[src/design/assert_macros.svh]
// assertion macros shared by the clustering rtl
// a use expands to one concurrent assertion, or to nothing when NO_ASSERTIONS is set
`ifndef ASSERT_MACROS_SVH
`define ASSERT_MACROS_SVH
`ifndef NO_ASSERTIONS
`define ASSERT_IMPLIES(lbl, clk, rstn, ante, cons) \
  lbl: assert property (@(posedge clk) disable iff (!(rstn)) (ante) |-> (cons)) \
    else $error("assertion failed");
`define ASSERT_NEXT(lbl, clk, rstn, ante, cons) \
  lbl: assert property (@(posedge clk) disable iff (!(rstn)) (ante) |=> (cons)) \
    else $error("assertion failed");
`else
`define ASSERT_IMPLIES(lbl, clk, rstn, ante, cons)
`define ASSERT_NEXT(lbl, clk, rstn, ante, cons)
`endif
`endif

[src/design/kmc_ram.sv]
// generic single-write, single-read ram with registered read data
// no dependencies
`default_nettype none
module kmc_ram #(
  parameter int WIDTH = 16,
  parameter int DEPTH = 16
) (
  input  wire logic                     clk,
  input  wire logic                     we,
  input  wire logic [$clog2(DEPTH)-1:0] waddr,
  input  wire logic [WIDTH-1:0]         wdata,
  input  wire logic [$clog2(DEPTH)-1:0] raddr,
  output logic      [WIDTH-1:0]         rdata
);
  logic [WIDTH-1:0] mem [DEPTH];

  always_ff @(posedge clk) begin
    if (we) begin
      mem[waddr] <= wdata;
    end
    rdata <= mem[raddr];
  end
endmodule
`default_nettype wire

[config.mk]
export PLATFORM = sky130hd
export DESIGN_NAME = kmc_ram
export DESIGN_NICKNAME = d
export VERILOG_FILES = /design/src/design/assert_macros.svh /design/src/design/kmc_ram.sv
export SDC_FILE = /design/constraint.sdc
export NUM_CORES = 1
export LEC_CHECK = 0
export BUFFER_PORTS_ARGS = -buffer_cell sky130_fd_sc_hd__clkbuf_2
export CORE_MARGIN = 2
export CORE_UTILIZATION = 30
export CTS_BUF_LIST = sky130_fd_sc_hd__clkbuf_4 sky130_fd_sc_hd__clkbuf_8
export CTS_CLUSTER_DIAMETER = 50
export DETAILED_ROUTE_END_ITERATION = 8
export SYNTH_ARGS = -nofsm -noshare
export SYNTH_HDL_FRONTEND = slang
export SYNTH_SLANG_ARGS = --single-unit
[constraint.sdc]
create_clock -name clk -period 7.5 [get_ports clk]
set_input_delay 1.125 -clock clk [delete_from_list [all_inputs] [get_ports clk]]
set_output_delay 1.125 -clock clk [all_outputs]
set_load 0.005 [all_outputs]
==> out/qor.yml <==
slew_headroom: 0.257
syn_avg_cell_area_um2: 23.2
placeableCoreArea_um2: 33300
outcome: "complete, no violations"
nFillCells: 3029
viasPerCell: 4.69
crit_type: "input pin to register"
routed_wl_um: 21600
antenna_found_initial: 0
setup_viol: 0
track_usage: 0.125
crit_chain: "buf_4 > buf_4 > mux4_1 > a22oi_1 > nand2_1"
netlist_instances: 432
synthFlopType: "edfxtp_1"
root_buffer: "clkbuf_8"
vias: 4683
period_minus_slack_ns: 2.78
worst_ir_drop_vdd_mv: 0.109
rsz0062_at_grt: "no"
dieHeight_um: 187
design_area_um2: 11800
clock_latency_ns: 0.53
cts_buffers: 43
hp-start: "mem[8][4]$_DFFE_PP_"
grt_pass1_vias: 5199
nets: 544
synth_edf_count: 256
synth_warnings: 0
seqCellArea_um2: 8010
multiInputGateArea_um2: 1960
drv_cap: 0
cts_sinks: 272
gp_congestion: 0.694
drive_gt1_frac: 0.376
synth_top_area_frac: 0.765
final-hold-violation-count: 0
reg2reg_depth: 3
whs_ns: 0.661
synth_common_cells: "edfxtp_1, mux4_2, a22oi_1"
cts_resized: 0
rr_endpoint: "rdata[4]$_DFF_P_"
min_path_cells: 3
clkTransAtPathRegs_ns: 0.06
wire_per_inst_um: 21.6
startpoint_type: "input pin"
end_kind: "register"
placed_cell_area_um2: 10900
num_rows: 67
synthDistinctLibCells: 19
p_per_area_nw_per_um2: 265
dr.first_iter.drc_count: 495
post_cts_buffers: 0
synthesis.nets: 458
die_w_um: 187
synthArstFlopShare: 0
hp-class: "register to register"
crit_required_ns: 7.90
synth.most_common_cell: "edfxtp_1"
ys_seq_elements: 272
setup_tns_ns: 0
r2r-start: "mem[1][4]$_DFFE_PP_"
antenna_cells: 0
antenna_left: 0
io_buffers: 41
crit_path_max_fanout: 56
maxSlewViolCount: 0
yosys-top-cells-area: "edfxtp_1, mux4_2, dfxtp_1"
drt_first_pass_iters: 4
start_util: 0.302
ctsHtreeMaxLevel: 2
yosys.area.top_type: "edfxtp_1"
drc: 0
finalClockSkew_ns: 0.0191
post-route-period-util: 0.370
cp_data_arrival_time_ns: 3.17
area_growth_pct: 17.3
max_freq_mhz: 360
crit_top_cell: "buf_4"
overflow: 0
io_pins: 42
holdPathEnd: "rdata[4]$_DFF_P_"
crit_slowest_cell: "buf_4"
syn_area_um2: 10000
slowest_delay_ns: 0.88
ff2ff_setup_slack_ns: 6.21
grt_max_degree: 65
clock_path_buffers: 3
cts_tree: "done"
cts-hold-fix-buffers: 0
dp_hpwl_um: 11300
grt_pass1_wl_um: 32300
dieArea_um2: 35000
worstMarginPinSlew_ns: 1.11
p_leak_nw: 3.82
ys_seq_area_frac: 0.797
[report_power, final]
part	total, mW	leakage (nW)	internal [mW]	switching [mW]
clock network	1.27	0.473	0.717	0.552
registers	1.71	2.45	1.70	0.0105
logic	0.145	0.904	0.0614	0.0838
[cells by family (layout without fill, tap and decap cells)]
kind of cell           count (synthesis)  after routing  share of synthesized area
flip-flops                           272            272                      0.797
multiplexers                          64             64                      0.147
AND/OR/NAND/NOR                       43             43                     0.0192
AO/OA/AOI/OAI                         32             32                     0.0239
buffers and inverters                 21            140                     0.0123
[cells in the final DEF, fill, tap and decap left out]
master / netlist / layout
a22oi_1: 32 / 32
and2_1: 1 / 1
buf_4: 3 / 22
bufinv_16: 0 / 1
clkbuf_2: 0 / 40
clkbuf_4: 0 / 19
clkbuf_8: 0 / 48
clkinv_1: 0 / 4
clkinv_2: 0 / 4
clkinv_4: 0 / 1
clkinvlp_4: 0 / 1
dfxtp_1: 16 / 16
edfxtp_1: 256 / 256
mux4_1: 10 / 10
mux4_2: 54 / 54
nand2_1: 17 / 17
nand2b_1: 2 / 2
nand3_1: 1 / 1
nand3b_1: 2 / 2
nor2_1: 13 / 1
nor2_2: 0 / 12
nor2b_1: 2 / 2
nor3_2: 0 / 4
or3b_2: 1 / 1
[worst max-delay path, delay by kind of cell]
kind,cells,cell delay [ns]
multiplexers,1,0.65
AO/OA/AOI/OAI,1,0.21
AND/OR/NAND/NOR,1,0.08
buffers and inverters,2,1.07
[how the worst max path moves through the flow]
stage                     slack, ns  startpoint                  end
final                          4.72    raddr[0]     rdata[7]$_DFF_P_
after global routing           4.49    raddr[0]    rdata[10]$_DFF_P_
after CTS                      4.68    raddr[0]     rdata[7]$_DFF_P_
after detailed placement       4.12    raddr[0]    rdata[10]$_DFF_P_
after global placement         4.14    raddr[0]     rdata[9]$_DFF_P_
after floorplan                4.32    waddr[2]  mem[0][0]$_DFFE_PP_
[routing by layer]
layer	wire [um]	track usage	up-vias	part of all wire
li1	-	-	2016	-
met1	8850	0.169	2469	0.41
met2	10500	0.202	167	0.49
met3	1850	0.0276	31	0.086
met4	368	0.0394	0	0.017
met5	0	0	-	0
[registers in the layout, indices dropped and copies added (netlist names)]
signal	flops
mem	256
rdata	16
[metrics by stage]
| step | utilization | power (mW) | setup WS, ns | cells |
|---|---|---|---|---|
| global route | 0.354 | 3.24 | 4.49 | 999 |
| finish | 0.354 | 3.12 | 4.72 | 999 |
| floorplan | - | 1.82 | 4.32 | 432 |
| global placement | 0.327 | 1.88 | 4.14 | 921 |
| CTS | 0.354 | 3.17 | 4.68 | 999 |
| detailed placement | 0.327 | 1.89 | 4.12 | 921 |
[cell type report]
class | count | share of cell area
Clock buffer | 67 | 0.0682
Clock inverter | 11 | 0.00690
Timing Repair Buffer | 62 | 0.0310
Tap cell | 448 | 0.0476
Sequential cell | 272 | 0.680
Multi-Input combinational cell | 139 | 0.167
No activity file was read; power rests on OpenSTA's default activity.
